[config.mk]
export PLATFORM = sky130hd
export DESIGN_NAME = lpc_short_term_synthesis_filter
export DESIGN_NICKNAME = d
export VERILOG_FILES = /design/src/lstsf_pkg.sv /design/src/lstsf_seq.sv /design/src/lstsf_dp.sv /design/src/lpc_short_term_synthesis_filter.sv
export SDC_FILE = /design/constraint.sdc
export NUM_CORES = 2
export LEC_CHECK = 0
export BUFFER_PORTS_ARGS = -buffer_cell sky130_fd_sc_hd__buf_2
export CAP_MARGIN = 0
export CELL_PAD_IN_SITES_DETAIL_PLACEMENT = 1
export CELL_PAD_IN_SITES_GLOBAL_PLACEMENT = 1
export CORE_UTILIZATION = 33
export DETAILED_ROUTE_END_ITERATION = 6
export HOLD_SLACK_MARGIN = 0.08
export PLACE_DENSITY_LB_ADDON = 0.1
export SYNTH_ARGS = -nofsm -noshare
export SYNTH_HDL_FRONTEND = slang
export SYNTH_SLANG_ARGS = --single-unit
[constraint.sdc]
create_clock -name clk -period 12.5 [get_ports clk]
set_input_delay 0 -clock clk [delete_from_list [all_inputs] [get_ports clk]]
set_output_delay 0 -clock clk [all_outputs]
set_load 0.01 [all_outputs]
[src/lstsf_pkg.sv]
// Package for the LPC short-term synthesis filter: widths, micro-op codes,
// the control and status structs, the microprogram and the LAR dequantizer tables.
// Depends on nothing; lstsf_seq, lstsf_dp and the top level use it by scoped names.
`default_nettype none

package lstsf_pkg;

	localparam int unsigned NUM_STAGES = 8;
	localparam int unsigned IDX_W      = 3;
	localparam int unsigned BANK_AW    = 4;
	localparam int unsigned POS_W      = 8;
	localparam int unsigned PC_W       = 4;
	localparam int unsigned LAR_IDX_W  = 6;
	localparam int unsigned MUL_A_W    = 18;
	localparam int unsigned MUL_B_W    = 16;
	localparam int unsigned PROD_W     = MUL_A_W + MUL_B_W;
	localparam int unsigned RND_W      = PROD_W - 15;
	localparam int unsigned WIDE_W     = 20;

	typedef logic signed [15:0] sample_t;

	// Frame positions where the reflection coefficients are rebuilt, and the last position of a frame.
	localparam logic [POS_W-1:0] POS_FIRST = 8'd0;
	localparam logic [POS_W-1:0] POS_SEG1  = 8'd13;
	localparam logic [POS_W-1:0] POS_SEG2  = 8'd27;
	localparam logic [POS_W-1:0] POS_SEG3  = 8'd40;
	localparam logic [POS_W-1:0] POS_LAST  = 8'd159;

	localparam logic signed [PROD_W-1:0]  ROUND_HALF = 34'sd16384;
	localparam logic signed [MUL_A_W-1:0] RC_KNEE1   = 18'sd11059;
	localparam logic signed [MUL_A_W-1:0] RC_KNEE2   = 18'sd20070;
	localparam logic signed [MUL_A_W-1:0] RC_BASE3   = 18'sd26112;
	localparam logic signed [WIDE_W-1:0]  S16_MAX    = 20'sd32767;
	localparam logic signed [WIDE_W-1:0]  S16_MIN    = -20'sd32768;

	typedef enum logic [3:0] {
		UOP_NOP,
		UOP_DQ_MUL,
		UOP_DQ_WR,
		UOP_CF_RDA,
		UOP_CF_RDB,
		UOP_CF_WR,
		UOP_LT_MUL_V,
		UOP_LT_SUB,
		UOP_LT_MUL_S,
		UOP_LT_UPD,
		UOP_DONE
	} uop_t;

	typedef enum logic [2:0] {
		COND_NONE,
		COND_ALWAYS,
		COND_NO_INPUT,
		COND_NOT_FRAME_START,
		COND_NO_COEF,
		COND_MORE,
		COND_OUT_BUSY
	} cond_t;

	typedef enum logic [1:0] {
		IDX_HOLD,
		IDX_CLR,
		IDX_INC
	} idx_op_t;

	typedef struct packed {
		uop_t            op;
		cond_t           cond;
		logic [PC_W-1:0] target;
		idx_op_t         idx_op;
	} ucode_t;

	typedef struct packed {
		uop_t             op;
		logic [IDX_W-1:0] idx;
		logic             take;
	} dp_ctrl_t;

	typedef struct packed {
		logic frame_start;
		logic coef_due;
	} dp_stat_t;

	localparam logic [PC_W-1:0] STEP_IDLE     = 4'd0;
	localparam logic [PC_W-1:0] STEP_DISPATCH = 4'd1;
	localparam logic [PC_W-1:0] STEP_DQ_MUL   = 4'd2;
	localparam logic [PC_W-1:0] STEP_DQ_WR    = 4'd3;
	localparam logic [PC_W-1:0] STEP_CF_CHECK = 4'd4;
	localparam logic [PC_W-1:0] STEP_CF_RDA   = 4'd5;
	localparam logic [PC_W-1:0] STEP_CF_RDB   = 4'd6;
	localparam logic [PC_W-1:0] STEP_CF_WR    = 4'd7;
	localparam logic [PC_W-1:0] STEP_LT_MUL_V = 4'd8;
	localparam logic [PC_W-1:0] STEP_LT_SUB   = 4'd9;
	localparam logic [PC_W-1:0] STEP_LT_MUL_S = 4'd10;
	localparam logic [PC_W-1:0] STEP_LT_UPD   = 4'd11;
	localparam logic [PC_W-1:0] STEP_WAIT     = 4'd12;
	localparam logic [PC_W-1:0] STEP_DONE     = 4'd13;

	// The microprogram. A taken jump goes to target, otherwise the step counter
	// advances. Loop steps test the index before it is incremented.
	function automatic ucode_t ucode_rom(input logic [PC_W-1:0] pc);
		ucode_t w;
		unique case (pc)
			STEP_IDLE:     w = '{UOP_NOP,      COND_NO_INPUT,        STEP_IDLE,     IDX_CLR};
			STEP_DISPATCH: w = '{UOP_NOP,      COND_NOT_FRAME_START, STEP_CF_CHECK, IDX_CLR};
			STEP_DQ_MUL:   w = '{UOP_DQ_MUL,   COND_NONE,            STEP_IDLE,     IDX_HOLD};
			STEP_DQ_WR:    w = '{UOP_DQ_WR,    COND_MORE,            STEP_DQ_MUL,   IDX_INC};
			STEP_CF_CHECK: w = '{UOP_NOP,      COND_NO_COEF,         STEP_LT_MUL_V, IDX_CLR};
			STEP_CF_RDA:   w = '{UOP_CF_RDA,   COND_NONE,            STEP_IDLE,     IDX_HOLD};
			STEP_CF_RDB:   w = '{UOP_CF_RDB,   COND_NONE,            STEP_IDLE,     IDX_HOLD};
			STEP_CF_WR:    w = '{UOP_CF_WR,    COND_MORE,            STEP_CF_RDA,   IDX_INC};
			STEP_LT_MUL_V: w = '{UOP_LT_MUL_V, COND_NONE,            STEP_IDLE,     IDX_HOLD};
			STEP_LT_SUB:   w = '{UOP_LT_SUB,   COND_NONE,            STEP_IDLE,     IDX_HOLD};
			STEP_LT_MUL_S: w = '{UOP_LT_MUL_S, COND_NONE,            STEP_IDLE,     IDX_HOLD};
			STEP_LT_UPD:   w = '{UOP_LT_UPD,   COND_MORE,            STEP_LT_MUL_V, IDX_INC};
			STEP_WAIT:     w = '{UOP_NOP,      COND_OUT_BUSY,        STEP_WAIT,     IDX_HOLD};
			STEP_DONE:     w = '{UOP_DONE,     COND_ALWAYS,          STEP_IDLE,     IDX_CLR};
			default:       w = '{UOP_NOP,      COND_ALWAYS,          STEP_IDLE,     IDX_CLR};
		endcase
		return w;
	endfunction

	// Dequantizer offset: index minimum times 1024 less twice the LAR offset.
	function automatic logic signed [MUL_A_W-1:0] dq_bias(input logic [IDX_W-1:0] i);
		logic signed [MUL_A_W-1:0] v;
		unique case (i)
			3'd0:    v = -18'sd32768;
			3'd1:    v = -18'sd32768;
			3'd2:    v = -18'sd20480;
			3'd3:    v = -18'sd11264;
			3'd4:    v = -18'sd8380;
			3'd5:    v = -18'sd4608;
			3'd6:    v = -18'sd3414;
			default: v = -18'sd1808;
		endcase
		return v;
	endfunction

	function automatic logic signed [MUL_B_W-1:0] dq_scale(input logic [IDX_W-1:0] i);
		logic signed [MUL_B_W-1:0] v;
		unique case (i)
			3'd0:    v = 16'sd13107;
			3'd1:    v = 16'sd13107;
			3'd2:    v = 16'sd13107;
			3'd3:    v = 16'sd13107;
			3'd4:    v = 16'sd19223;
			3'd5:    v = 16'sd17476;
			3'd6:    v = 16'sd31454;
			default: v = 16'sd29708;
		endcase
		return v;
	endfunction

endpackage

`default_nettype wire

[src/lstsf_seq.sv]
// Microcode sequencer: step counter, program table lookup, jump conditions
// and the loop index. Depends on lstsf_pkg.
`default_nettype none

module lstsf_seq (
	input  wire logic                clk,
	input  wire logic                arst_n,
	input  wire logic                item_valid,
	input  wire logic                result_busy,
	input  wire lstsf_pkg::dp_stat_t stat,
	output lstsf_pkg::dp_ctrl_t      ctrl,
	output logic                     idle,
	output logic                     done
);

	logic [lstsf_pkg::PC_W-1:0]  pc_q;
	logic [lstsf_pkg::PC_W-1:0]  pc_d;
	logic [lstsf_pkg::IDX_W-1:0] idx_q;
	logic [lstsf_pkg::IDX_W-1:0] idx_d;
	lstsf_pkg::ucode_t           uw;
	logic                        jump;

	assign uw = lstsf_pkg::ucode_rom(pc_q);

	always_ff @(posedge clk or negedge arst_n) begin
		if (!arst_n) begin
			pc_q  <= lstsf_pkg::STEP_IDLE;
			idx_q <= '0;
		end else begin
			pc_q  <= pc_d;
			idx_q <= idx_d;
		end
	end

	always_comb begin
		unique case (uw.cond)
			lstsf_pkg::COND_NONE:            jump = 1'b0;
			lstsf_pkg::COND_ALWAYS:          jump = 1'b1;
			lstsf_pkg::COND_NO_INPUT:        jump = !item_valid;
			lstsf_pkg::COND_NOT_FRAME_START: jump = !stat.frame_start;
			lstsf_pkg::COND_NO_COEF:         jump = !stat.coef_due;
			lstsf_pkg::COND_MORE:            jump = (idx_q != {lstsf_pkg::IDX_W{1'b1}});
			lstsf_pkg::COND_OUT_BUSY:        jump = result_busy;
			default:                         jump = 1'b1;
		endcase
		pc_d = jump ? uw.target : pc_q + 1'b1;

		unique case (uw.idx_op)
			lstsf_pkg::IDX_CLR: idx_d = '0;
			lstsf_pkg::IDX_INC: idx_d = idx_q + 1'b1;
			default:            idx_d = idx_q;
		endcase

		idle      = (pc_q == lstsf_pkg::STEP_IDLE);
		done      = (uw.op == lstsf_pkg::UOP_DONE);
		ctrl.op   = uw.op;
		ctrl.idx  = idx_q;
		ctrl.take = idle && item_valid;
	end

endmodule

`default_nettype wire

[src/lstsf_dp.sv]
// Datapath: shared multiplier with rounding, LAR banks, reflection
// coefficients and lattice stage memories. Driven step by step by lstsf_seq.
// Depends on lstsf_pkg.
`default_nettype none

module lstsf_dp (
	input  wire logic                 clk,
	input  wire logic                 arst_n,
	input  wire lstsf_pkg::dp_ctrl_t  ctrl,
	input  wire lstsf_pkg::sample_t   residual_sample,
	input  wire logic [5:0]           lar_index_1,
	input  wire logic [5:0]           lar_index_2,
	input  wire logic [4:0]           lar_index_3,
	input  wire logic [4:0]           lar_index_4,
	input  wire logic [3:0]           lar_index_5,
	input  wire logic [3:0]           lar_index_6,
	input  wire logic [2:0]           lar_index_7,
	input  wire logic [2:0]           lar_index_8,
	output lstsf_pkg::dp_stat_t       stat,
	output lstsf_pkg::sample_t        result
);

	localparam int unsigned NS = lstsf_pkg::NUM_STAGES;
	localparam int unsigned IW = lstsf_pkg::IDX_W;

	lstsf_pkg::sample_t lat_q  [NS];
	lstsf_pkg::sample_t rc_q   [NS];
	lstsf_pkg::sample_t bank_q [2*NS];
	logic [lstsf_pkg::LAR_IDX_W-1:0] lar_idx_q [NS];
	logic [lstsf_pkg::POS_W-1:0]     pos_q;
	logic                            bank_sel_q;

	lstsf_pkg::sample_t                       sri_q;
	lstsf_pkg::sample_t                       a_q;
	logic signed [lstsf_pkg::MUL_A_W-1:0]     p_q;
	logic signed [lstsf_pkg::PROD_W-1:0]      prod_q;

	logic [IW-1:0]                            stage;
	logic [IW-1:0]                            stage_up;
	logic [lstsf_pkg::BANK_AW-1:0]            rd_addr;
	lstsf_pkg::sample_t                       rd_data;
	logic signed [lstsf_pkg::MUL_A_W-1:0]     mul_a;
	logic signed [lstsf_pkg::MUL_B_W-1:0]     mul_b;
	logic signed [lstsf_pkg::PROD_W-1:0]      rnd_sum;
	logic signed [lstsf_pkg::RND_W-1:0]       rnd;
	logic signed [lstsf_pkg::MUL_A_W-1:0]     p_mix;
	logic signed [lstsf_pkg::MUL_A_W-1:0]     la;
	logic signed [lstsf_pkg::MUL_A_W-1:0]     lb;

	function automatic lstsf_pkg::sample_t sat16(input logic signed [lstsf_pkg::WIDE_W-1:0] x);
		lstsf_pkg::sample_t r;
		if (x > lstsf_pkg::S16_MAX) begin
			r = 16'sh7fff;
		end else if (x < lstsf_pkg::S16_MIN) begin
			r = 16'sh8000;
		end else begin
			r = x[15:0];
		end
		return r;
	endfunction

	// Piecewise LAR to reflection coefficient map, applied to the magnitude.
	function automatic lstsf_pkg::sample_t lar_to_rc(input logic signed [lstsf_pkg::MUL_A_W-1:0] p);
		logic signed [lstsf_pkg::MUL_A_W-1:0] m;
		logic signed [lstsf_pkg::WIDE_W-1:0]  r;
		lstsf_pkg::sample_t                   s;
		m = p[lstsf_pkg::MUL_A_W-1] ? -p : p;
		if (m < lstsf_pkg::RC_KNEE1) begin
			r = {m[lstsf_pkg::MUL_A_W-1], m, 1'b0};
		end else if (m < lstsf_pkg::RC_KNEE2) begin
			r = lstsf_pkg::WIDE_W'(m) + lstsf_pkg::WIDE_W'(lstsf_pkg::RC_KNEE1);
		end else begin
			r = lstsf_pkg::WIDE_W'(m >>> 2) + lstsf_pkg::WIDE_W'(lstsf_pkg::RC_BASE3);
		end
		s = sat16(r);
		return p[lstsf_pkg::MUL_A_W-1] ? -s : s;
	endfunction

	// The lattice runs from the top stage down while the index counts up.
	assign stage    = ~ctrl.idx;
	assign stage_up = stage + 1'b1;

	assign rd_addr = {(ctrl.op == lstsf_pkg::UOP_CF_RDA) ? ~bank_sel_q : bank_sel_q, ctrl.idx};
	assign rd_data = bank_q[rd_addr];

	assign rnd_sum = prod_q + lstsf_pkg::ROUND_HALF;
	assign rnd     = rnd_sum[lstsf_pkg::PROD_W-1:15];

	assign stat.frame_start = (pos_q == lstsf_pkg::POS_FIRST);
	assign stat.coef_due    = (pos_q == lstsf_pkg::POS_FIRST) || (pos_q == lstsf_pkg::POS_SEG1)
		|| (pos_q == lstsf_pkg::POS_SEG2) || (pos_q == lstsf_pkg::POS_SEG3);
	assign result = sri_q;

	always_comb begin
		unique case (ctrl.op)
			lstsf_pkg::UOP_DQ_MUL: begin
				mul_a = lstsf_pkg::dq_bias(ctrl.idx)
					+ $signed(lstsf_pkg::MUL_A_W'({lar_idx_q[ctrl.idx], 10'b0}));
				mul_b = lstsf_pkg::dq_scale(ctrl.idx);
			end
			lstsf_pkg::UOP_LT_MUL_S: begin
				mul_a = lstsf_pkg::MUL_A_W'(rc_q[stage]);
				mul_b = sri_q;
			end
			default: begin
				mul_a = lstsf_pkg::MUL_A_W'(rc_q[stage]);
				mul_b = lat_q[stage];
			end
		endcase

		// Interpolation between the previous frame's LAR (la) and the new one (lb).
		la = lstsf_pkg::MUL_A_W'(a_q);
		lb = lstsf_pkg::MUL_A_W'(rd_data);
		priority if (pos_q == lstsf_pkg::POS_FIRST) begin
			p_mix = (la >>> 1) + (la >>> 2) + (lb >>> 2);
		end else if (pos_q == lstsf_pkg::POS_SEG1) begin
			p_mix = (la >>> 1) + (lb >>> 1);
		end else if (pos_q == lstsf_pkg::POS_SEG2) begin
			p_mix = (lb >>> 1) + (la >>> 2) + (lb >>> 2);
		end else begin
			p_mix = lb;
		end
	end

	always_ff @(posedge clk or negedge arst_n) begin
		if (!arst_n) begin
			for (int i = 0; i < NS; i++) begin
				lat_q[i] <= '0;
				rc_q[i]  <= '0;
			end
			for (int i = 0; i < 2*NS; i++) begin
				bank_q[i] <= '0;
			end
			pos_q      <= '0;
			bank_sel_q <= 1'b0;
		end else begin
			unique case (ctrl.op)
				lstsf_pkg::UOP_DQ_WR: begin
					bank_q[{bank_sel_q, ctrl.idx}] <=
						sat16(lstsf_pkg::WIDE_W'(rnd) + lstsf_pkg::WIDE_W'(rnd));
				end
				lstsf_pkg::UOP_CF_WR: begin
					rc_q[ctrl.idx] <= lar_to_rc(p_q);
				end
				lstsf_pkg::UOP_LT_UPD: begin
					// The top stage's update has no memory to land in.
					if (stage != IW'(NS-1)) begin
						lat_q[stage_up] <=
							sat16(lstsf_pkg::WIDE_W'(lat_q[stage]) + lstsf_pkg::WIDE_W'(rnd));
					end
				end
				lstsf_pkg::UOP_DONE: begin
					lat_q[0] <= sri_q;
					if (pos_q == lstsf_pkg::POS_LAST) begin
						pos_q      <= '0;
						bank_sel_q <= ~bank_sel_q;
					end else begin
						pos_q <= pos_q + 1'b1;
					end
				end
				default: begin
				end
			endcase
		end
	end

	always_ff @(posedge clk) begin
		if (ctrl.take) begin
			sri_q        <= residual_sample;
			lar_idx_q[0] <= lar_index_1;
			lar_idx_q[1] <= lar_index_2;
			lar_idx_q[2] <= lstsf_pkg::LAR_IDX_W'(lar_index_3);
			lar_idx_q[3] <= lstsf_pkg::LAR_IDX_W'(lar_index_4);
			lar_idx_q[4] <= lstsf_pkg::LAR_IDX_W'(lar_index_5);
			lar_idx_q[5] <= lstsf_pkg::LAR_IDX_W'(lar_index_6);
			lar_idx_q[6] <= lstsf_pkg::LAR_IDX_W'(lar_index_7);
			lar_idx_q[7] <= lstsf_pkg::LAR_IDX_W'(lar_index_8);
		end
		unique case (ctrl.op)
			lstsf_pkg::UOP_DQ_MUL, lstsf_pkg::UOP_LT_MUL_V, lstsf_pkg::UOP_LT_MUL_S: begin
				prod_q <= lstsf_pkg::PROD_W'(mul_a) * lstsf_pkg::PROD_W'(mul_b);
			end
			lstsf_pkg::UOP_CF_RDA: begin
				a_q <= rd_data;
			end
			lstsf_pkg::UOP_CF_RDB: begin
				p_q <= p_mix;
			end
			lstsf_pkg::UOP_LT_SUB: begin
				sri_q <= sat16(lstsf_pkg::WIDE_W'(sri_q) - lstsf_pkg::WIDE_W'(rnd));
			end
			default: begin
			end
		endcase
	end

endmodule

`default_nettype wire

[src/lpc_short_term_synthesis_filter.sv]
// LPC short-term synthesis filter (8-stage lattice) for 160-sample frames.
// Input channel residual_*: one residual sample per beat; the eight LAR indices are
// used only on the first beat of each frame and ignored on the other 159.
// Output channel speech_*: one reconstructed, saturated speech sample per input beat,
// in order. Both channels use valid/stall; a beat moves when valid is high and
// stall is low.
// One item is processed at a time by a microcoded sequencer over one shared
// 18x16 multiplier. Frame positions 13, 27 and 40 add a coefficient rebuild, and
// the first sample of a frame adds LAR dequantization plus the rebuild. The
// lattice loop runs four steps per stage through the shared multiplier, and the
// next input beat is taken only once the sequencer is back in its idle step.
// The finished sample sits in an output register, so the next input beat is taken
// while it waits. If speech_stall holds that sample until the next one is done,
// the sequencer waits at its wait step before the final one and residual_stall stays high.
// Reset clears the stage memories, both LAR banks, the coefficients, the frame
// position and the bank select; the first frame interpolates against zero LARs.
`default_nettype none

module lpc_short_term_synthesis_filter (
	input  wire logic                clk,
	input  wire logic                arst_n,
	input  wire logic                residual_valid,
	output logic                     residual_stall,
	input  wire lstsf_pkg::sample_t  residual_sample,
	input  wire logic [5:0]          lar_index_1,
	input  wire logic [5:0]          lar_index_2,
	input  wire logic [4:0]          lar_index_3,
	input  wire logic [4:0]          lar_index_4,
	input  wire logic [3:0]          lar_index_5,
	input  wire logic [3:0]          lar_index_6,
	input  wire logic [2:0]          lar_index_7,
	input  wire logic [2:0]          lar_index_8,
	output logic                     speech_valid,
	input  wire logic                speech_stall,
	output lstsf_pkg::sample_t       speech_sample
);

	lstsf_pkg::dp_ctrl_t ctrl;
	lstsf_pkg::dp_stat_t stat;
	lstsf_pkg::sample_t  result;
	logic                idle;
	logic                done;
	logic                speech_valid_q;
	lstsf_pkg::sample_t  speech_q;
	logic                result_busy;

	assign result_busy    = speech_valid_q && speech_stall;
	assign residual_stall = !idle;
	assign speech_valid   = speech_valid_q;
	assign speech_sample  = speech_q;

	lstsf_seq u_seq (
		.clk         (clk),
		.arst_n      (arst_n),
		.item_valid  (residual_valid),
		.result_busy (result_busy),
		.stat        (stat),
		.ctrl        (ctrl),
		.idle        (idle),
		.done        (done)
	);

	lstsf_dp u_dp (
		.clk             (clk),
		.arst_n          (arst_n),
		.ctrl            (ctrl),
		.residual_sample (residual_sample),
		.lar_index_1     (lar_index_1),
		.lar_index_2     (lar_index_2),
		.lar_index_3     (lar_index_3),
		.lar_index_4     (lar_index_4),
		.lar_index_5     (lar_index_5),
		.lar_index_6     (lar_index_6),
		.lar_index_7     (lar_index_7),
		.lar_index_8     (lar_index_8),
		.stat            (stat),
		.result          (result)
	);

	// The sequencer only reaches its final step once this register is free.
	always_ff @(posedge clk or negedge arst_n) begin
		if (!arst_n) begin
			speech_valid_q <= 1'b0;
		end else if (done) begin
			speech_valid_q <= 1'b1;
		end else if (!speech_stall) begin
			speech_valid_q <= 1'b0;
		end
	end

	always_ff @(posedge clk) begin
		if (done) begin
			speech_q <= result;
		end
	end

endmodule

`default_nettype wire

# ---- Word level (Yosys, flattened, before mapping)
# Memories as Yosys holds them, arrays and structs flattened.
# Cells that the tools add are included.
dict set report totals {
  ff_bits 629
  mem_count 2
  mem_bits_ro 208
  out_inout_bits 18
  ram_bits 48
}
dict set report op_classes {
  magnitude_cmp 18
  bitwise 7
  multipliers 1
  reduce_logical 25
  mux 56
  addsub 18
  n_eq_ne 31
}
# name words width read_ports rd_clocked_by_memory_dff wr line
set memory_table {}
lappend memory_table {{(name not given)} 16 13 1 0 0 lstsf_pkg.sv:103} ;# unique case (pc)
lappend memory_table {u_dp.lar_idx_q 8 6 1 0 8 lstsf_dp.sv:29} ;# logic [lstsf_pkg::LAR_IDX_W-1:0] lar_idx_q [NS];
# op n
set op_table {}
lappend op_table {{$mux W16} 24}
lappend op_table {{$bwmux W128} 2}
lappend op_table {{$bwmux W256} 1}
lappend op_table {{$mux W128} 1}
lappend op_table {{$mux W18} 6}
lappend op_table {{$bmux W16 S3} 2}
lappend op_table {{$demux W16 S3} 2}
lappend op_table {{$pmux W15 S6} 1}
lappend op_table {{$gt A20 B16 Y1 const B} 4}
lappend op_table {{$lt A20 B16 Y1 const B} 4}
lappend op_table {{$bmux W16 S4} 1}
lappend op_table {{$demux W16 S4} 1}
lappend op_table {{$pmux W16 S2} 2}
lappend op_table {{$mux W20} 3}
lappend op_table {{$pmux W15 S4} 1}
lappend op_table {{$add A16 B14 Y17} 2}
lappend op_table {{$add A34 B16 Y34 const B} 1}
lappend op_table {{$mul A18 B16 Y34} 1}
lappend op_table {{$add A15 B14 Y16} 2}
lappend op_table {{$add A16 B19 Y20} 1}
lappend op_table {{$add A19 B19 Y20} 1}
lappend op_table {{$sub A16 B19 Y20} 1}
lappend op_table {{$add A18 B15 Y19 const B} 1}
lappend op_table {{$add A18 B17 Y18} 1}
lappend op_table {{other kinds (48)} 90}

# ---- Depth between registers and ports, before layout
dict set report logic_depth {
  depth_word 14
  ltp_mapped 39
  mapped_depth_nobuf 34
}

# ---- Cells and area by module
# From an unflattened synthesis, not the netlist that was laid out.
dict set report hier_totals {
  cells_unflattened 4880
  area_unflattened_um2 45651.3
}
# mod cells_each n_inst area_per_inst_um2 seq_area_each_um2
set modules_own_cells {}
lappend modules_own_cells {lstsf_dp 4771 1 44358.8 16160.5}
lappend modules_own_cells {lstsf_seq 89 1 769.5 175.2}
lappend modules_own_cells {lpc_short_term_synthesis_filter 20 1 523.0 505.5}

# ---- Least setup slack after synthesis
# Ideal clock, no wire load.
dict set report synth_path {
  path_type {reg2reg}
  start {register u_seq.idx_q[1] in the netlist's numbering}
  end {register u_dp.prod_q[27] in the netlist's numbering (data pin)}
  arrival_ps 9443
  period_less_slack_ps 9602
  setup_time_ps 159
  required_ps 12341
  path_stages_with_launch 37
  path_slack_ps 2898
  path_cell_list {dfrtp_1 buf_2 buf_1 inv_1 clkbuf_1 nor3_1 clkbuf_1 buf_1 a22oi_1 nand4_1 ha_1 inv_1 fa_1 inv_1 a21oi_1 o21ai_0 nor2_1 o31ai_1 clkbuf_1 nand2_1 fa_1 inv_1 fa_1 fa_1 fa_1 fa_1 inv_1 fa_1 inv_1 ha_1 or3_1 or4_1 a21oi_1 nand2_1 a41oi_1 or4b_2 o211ai_1}
}
dict set report synth_between {
  elab_chain_cells 7
}
# item line
set synth_rtl {}
lappend synth_rtl {{start: declaration} lstsf_seq.sv:18} ;# logic [lstsf_pkg::IDX_W-1:0] idx_q;
lappend synth_rtl {{start signal: assignment} lstsf_seq.sv:31} ;# idx_q <= idx_d;
lappend synth_rtl {{$eq A3 B1 Y1 (tied with other cells)} {lstsf_pkg.sv:126, lstsf_pkg.sv:141}}
lappend synth_rtl {{$reduce_or A2 Y1 (no source line) or $not A3 Y4 (tied branches)} --}
lappend synth_rtl {{$pmux W15 S6 (tied with other cells)} lstsf_pkg.sv:126} ;# unique case (i)
lappend synth_rtl {{$mux W18 (tied with other cells)} lstsf_dp.sv:95} ;# unique case (ctrl.op)
lappend synth_rtl {{$add A18 B17 Y18 (tied with other cells)} lstsf_dp.sv:98} ;# + $signed(lstsf_pkg::MUL_A_W'({lar_idx_q[ctrl.idx], 10'b0}));
lappend synth_rtl {{$mux W18 or $pmux W16 S2 (tied branches)} --}
lappend synth_rtl {{$mul A18 B16 Y34 (*)} lstsf_dp.sv:181} ;# prod_q <= lstsf_pkg::PROD_W'(mul_a) * lstsf_pkg::PROD_W'(mul_b);
lappend synth_rtl {{end signal: assignment} lstsf_dp.sv:181}
lappend synth_rtl {{end: declaration} lstsf_dp.sv:36} ;# logic signed [lstsf_pkg::PROD_W-1:0] prod_q;
# Every way passes the cells marked *; elsewhere a longest branch is shown, timed or not. The select of a mux whose other input is x is not followed.
# A chain may end at the register's enable or synchronous reset.

# ---- Worst setup path after layout
dict set report layout_path {
  start {register u_seq.idx_q[0] in the netlist's numbering}
  end {register u_dp.prod_q[33] in the netlist's numbering (data pin)}
}
# Same word-level chain as after synthesis.

==> flow_metrics.py <==
metrics = {
    "yosys": {
        "synth.net_count": 5543,
        "post_synthesis_instance_total": 4968,
        "yosysSeqAreaShare_pct": 36.69,
        "synth_area_mm2": 0.04591,
        "synth.distinct_cells": 107,
        "syn_area_per_cell_um2": 9.240,
        "synth_enable_flop_cells": 120,
        "dominantRegCellSynth": "dfrtp_1",
        "ys_ff_latch": 649,
        "synthArstFlopShare_pct": 81.51,
        "yosys_warnings": 0,
    },
    "timing": {
        "max_slew.worst_pin.slew_ns": 1.183,
        "report.final.hold_viol_count": 0,
        "timing.final.max_slew_violations": 0,
        "setup_total_negative_slack_ns": 0,
        "finalSetupViolations": 0,
        "maxSlewHeadroom_pct": 20.55,
        "post-route-worst-setup-slack_ns": 2.063,
        "fin_hold_ws_ns": 0.1513,
        "rsz0062_at_grt": "false",
        "clock-skew-final_ns": 0.06516,
        "finalWorstPathRequiredPeriod_ns": 10.44,
        "maximum_clock_frequency_mhz": 95.81,
        "min_period_over_period_pct": 83.50,
    },
    "cells_and_area": {
        "areaGrowthSynthToFinish_pct": 13.84,
        "final_layout_size_suffix_gt1_share_pct": 9.093,
        "nNetsFinal": 5621,
        "fill_cells": 15640,
    },
    "run": {
        "max-cap-violations": 0,
    },
    "critical_path": {
        "critical_register_to_register_path_startpoint": "u_seq.idx_q[0]",
        "worst-endpoint-arrival_ns": 10.88,
        "reg2reg_setup_slack_ns": 2.06,
        "setup.worst_path.end_class": "register",
        "start_kind": "register",
        "setup.worst_path.start": "u_seq.idx_q[0]",
        "crit_type": "reg -> reg",
        "crit_path_max_incr_delay_ns": 0.87,
        "top_fanout_value_on_the_critical_path": 28,
        "slowest_stage": "dfrtp_1",
        "timing.critical_path.required_ns": 12.94,
        "critical_path.most_common_cell": "inv_1",
    },
    "placed_design": {
        "io_buffers": 73,
        "dp_hpwl_um": 119600,
        "gp_congestion": 0.8862,
        "pre_cts_setup_slack_ns": 1.924,
    },
    "die": {
        "row_count": 136,
        "fp.dieArea_mm2": 0.1406,
        "floorplan.io_pins": 74,
        "die_y_um": 375.0,
        "die_width_um": 375.0,
        "starting_density_of_the_core_pct": 33.35,
        "placeableCoreArea_mm2": 0.1377,
    },
    "drt": {
        "post_drt_via_cell_ratio": 5.421,
        "num_vias": 37495,
        "drt.antenna.violating_nets": 0,
        "routedWlPerCell_um": 24.27,
        "violation_count_after_the_first_detailed_route_iteration": 2369,
        "drc": 0,
        "drtPass1Iterations": 7,
        "detail_route.wirelength_um": 167900,
    },
    "clock_tree": {
        "post_cts.repair.setup_buffers": 0,
        "htree_levels": 3,
        "cts_buffer_depth": 3,
        "path_clk_slew_ns": 0.06,
        "clock_insertion_delay_worst_skew_ns": 0.71,
        "tritoncts_num_sinks": 649,
        "ctsRootBufferMaster": "clkbuf_16",
        "tritoncts_clock_tree": "yes",
        "cts_buffers": 81,
    },
    "global_routing": {
        "wire_length_of_the_first_global_routing_pass_um": 258700,
        "gr-total-overflow": 0,
        "grt_use_total_pct": 24.20,
        "first_global_vias": 39816,
        "grt_max_degree": 146,
        "antenna_found_initial": 6,
    },
    "min_path": {
        "worstHoldStart": "lar_index_1[2]",
        "min_path_type": "in -> reg",
    },
    "pwr": {
        "peakVddDrop_mv": 0.1272,
        "power_per_cell_area_mw_per_mm2": 264.9,
        "p_leak_nw": 23.09,
    },
    "status": {
        "status": "finished clean",
    },
}
worst max-delay path: cells and delay by family, from the launching register on:
family	cells	cell delay [ns]
AND/OR/NAND/NOR	9	2.48
buffers and inverters	8	1.48
flip-flops	1	0.87
AO/OA/AOI/OAI	6	2.28
adder cells (fa/ha/maj)	7	3.07
what timing repair did:
item | CTS | global route
resized for setup | 0 | 0
endpoints found under the hold margin | 314 | 0
hold buffers | 75 | 0
path summary, 6_finish.rpt:
| kind | depth (start not counted) | endpoint |
|---|---|---|
| max in group asynchronous | 6 | u_dp.rc_q[3] |
| setup reg to reg | 30 | u_dp.prod_q[33] |
| hold / removal | 2 | u_dp.lar_idx_q[0][2] |
| hold reg to reg | 2 | u_dp.bank_q[9] |
| setup / recovery | 30 | u_dp.prod_q[33] |
| min in group asynchronous | 4 | u_dp.bank_q[201] |
where the power goes:
| group | total [mW] | leakage [nW] | switching (mW) | internal (mW) |
|---|---|---|---|---|
| logic | 8.47 | 13.3 | 5.47 | 3.00 |
| registers | 2.82 | 8.41 | 0.249 | 2.57 |
| clock network | 2.55 | 1.40 | 1.03 | 1.52 |
| total | 13.8 | 23.1 | 6.75 | 7.09 |
through the flow:
stage,cell area (µm²),instances,utilization [%],total power [mW]
floorplan,45910,4968,-,8.460
global placement,48570,6682,35.28,11.26
detailed placement,48570,6682,35.28,11.34
CTS,52240,6908,37.95,14.02
global route,52240,6908,37.95,15.06
finish,52260,6916,37.96,13.85
metal layers:
metal	part of all wire (%)	track usage, %
met5	0.015	0
met1	49	35.43
met4	1.7	4.756
met2	46	38.67
met3	3.6	2.490
cell usage in the layout (no fill, tap or decap), drive strengths merged, types with 24 or more instances in the layout:
cell type,Yosys,routed
a221oi,50,50
edfxtp,120,120
xnor2,90,90
o21ai,568,568
a31oi,34,34
a22oi,161,161
dlygate4sd3,0,74
nor3,62,62
xor2,52,52
and2,27,27
o22ai,54,54
nand2b,53,53
nand2,724,724
inv,428,431
a22o,37,37
a21oi,201,201
nand3,81,81
dfrtp,529,529
ha,196,196
nand4,54,54
mux2,29,29
a21o,43,43
nor2b,44,44
clkbuf,247,119
nor2,355,355
and3,24,24
fa,323,323
buf,36,204
cells in the mapped netlist (all sizes together), types with 9 or more instances:
cell type | instances | share of area, %
buf | 36 | 0.40
o41ai | 9 | 0.22
a211oi | 22 | 0.45
a22oi | 161 | 2.6
a221oi | 50 | 1.0
a31oi | 34 | 0.51
xnor2 | 90 | 1.7
inv | 428 | 3.5
or3 | 23 | 0.31
o211ai | 23 | 0.39
nor3 | 62 | 0.70
mux2i | 20 | 0.44
nor2b | 44 | 0.60
nor4 | 22 | 0.36
a22o | 37 | 0.71
and2 | 27 | 0.37
a21oi | 201 | 2.2
nand2b | 53 | 0.72
nand2 | 724 | 5.9
o22ai | 54 | 0.74
o31ai | 16 | 0.30
o21a | 19 | 0.31
edfxtp | 120 | 7.8
nand4 | 54 | 0.75
o21ai | 568 | 6.3
clkbuf | 247 | 2.0
or4 | 18 | 0.30
a21o | 43 | 0.70
xor2 | 52 | 1.0
dfrtp | 529 | 29
nor2 | 355 | 2.9
nand3 | 81 | 0.91
ha | 196 | 5.3
nand3b | 11 | 0.18
or2 | 14 | 0.19
and4 | 9 | 0.17
and3 | 24 | 0.33
fa | 323 | 14
mux2 | 29 | 0.71
o21bai | 10 | 0.16
registers in the layout (all words and copies together) (netlist names), 3 cells and up:
| signal | count |
|---|---|
| u_dp.bank_q | 256 |
| u_dp.lat_q | 128 |
| u_dp.rc_q | 128 |
| u_dp.lar_idx_q | 36 |
| u_dp.prod_q | 20 |
| u_dp.p_q | 17 |
| speech_sample | 16 |
| u_dp.result | 16 |
| u_dp.a_q | 15 |
| u_dp.pos_q | 8 |
| u_seq.pc_q | 4 |
| u_seq.idx_q | 3 |
cells by family after synthesis:
kind of cell | Yosys count | synth area share [%]
AO/OA/AOI/OAI | 1345 | 18.65
XOR/XNOR | 142 | 2.758
adder cells (fa/ha/maj) | 519 | 19.43
buffers and inverters | 712 | 5.923
flip-flops | 649 | 36.69
multiplexers | 52 | 1.295
AND/OR/NAND/NOR | 1549 | 15.26
area by class of cell:
| type | count | area, µm² | share of cell area, % |
|---|---|---|---|
| Multi-Input combinational cell | 3607 | 26510 | 50.73 |
| Sequential cell | 649 | 16840 | 32.23 |
| Clock buffer | 119 | 2371 | 4.537 |
| Tap cell | 1794 | 2245 | 4.295 |
| Timing Repair Buffer | 278 | 2132 | 4.080 |
| Inverter | 429 | 1610 | 3.081 |
| Clock inverter | 32 | 529.3 | 1.013 |
| Antenna cell | 8 | 20.02 | 0.03831 |
No activity file was read; power rests on OpenSTA's default activity.
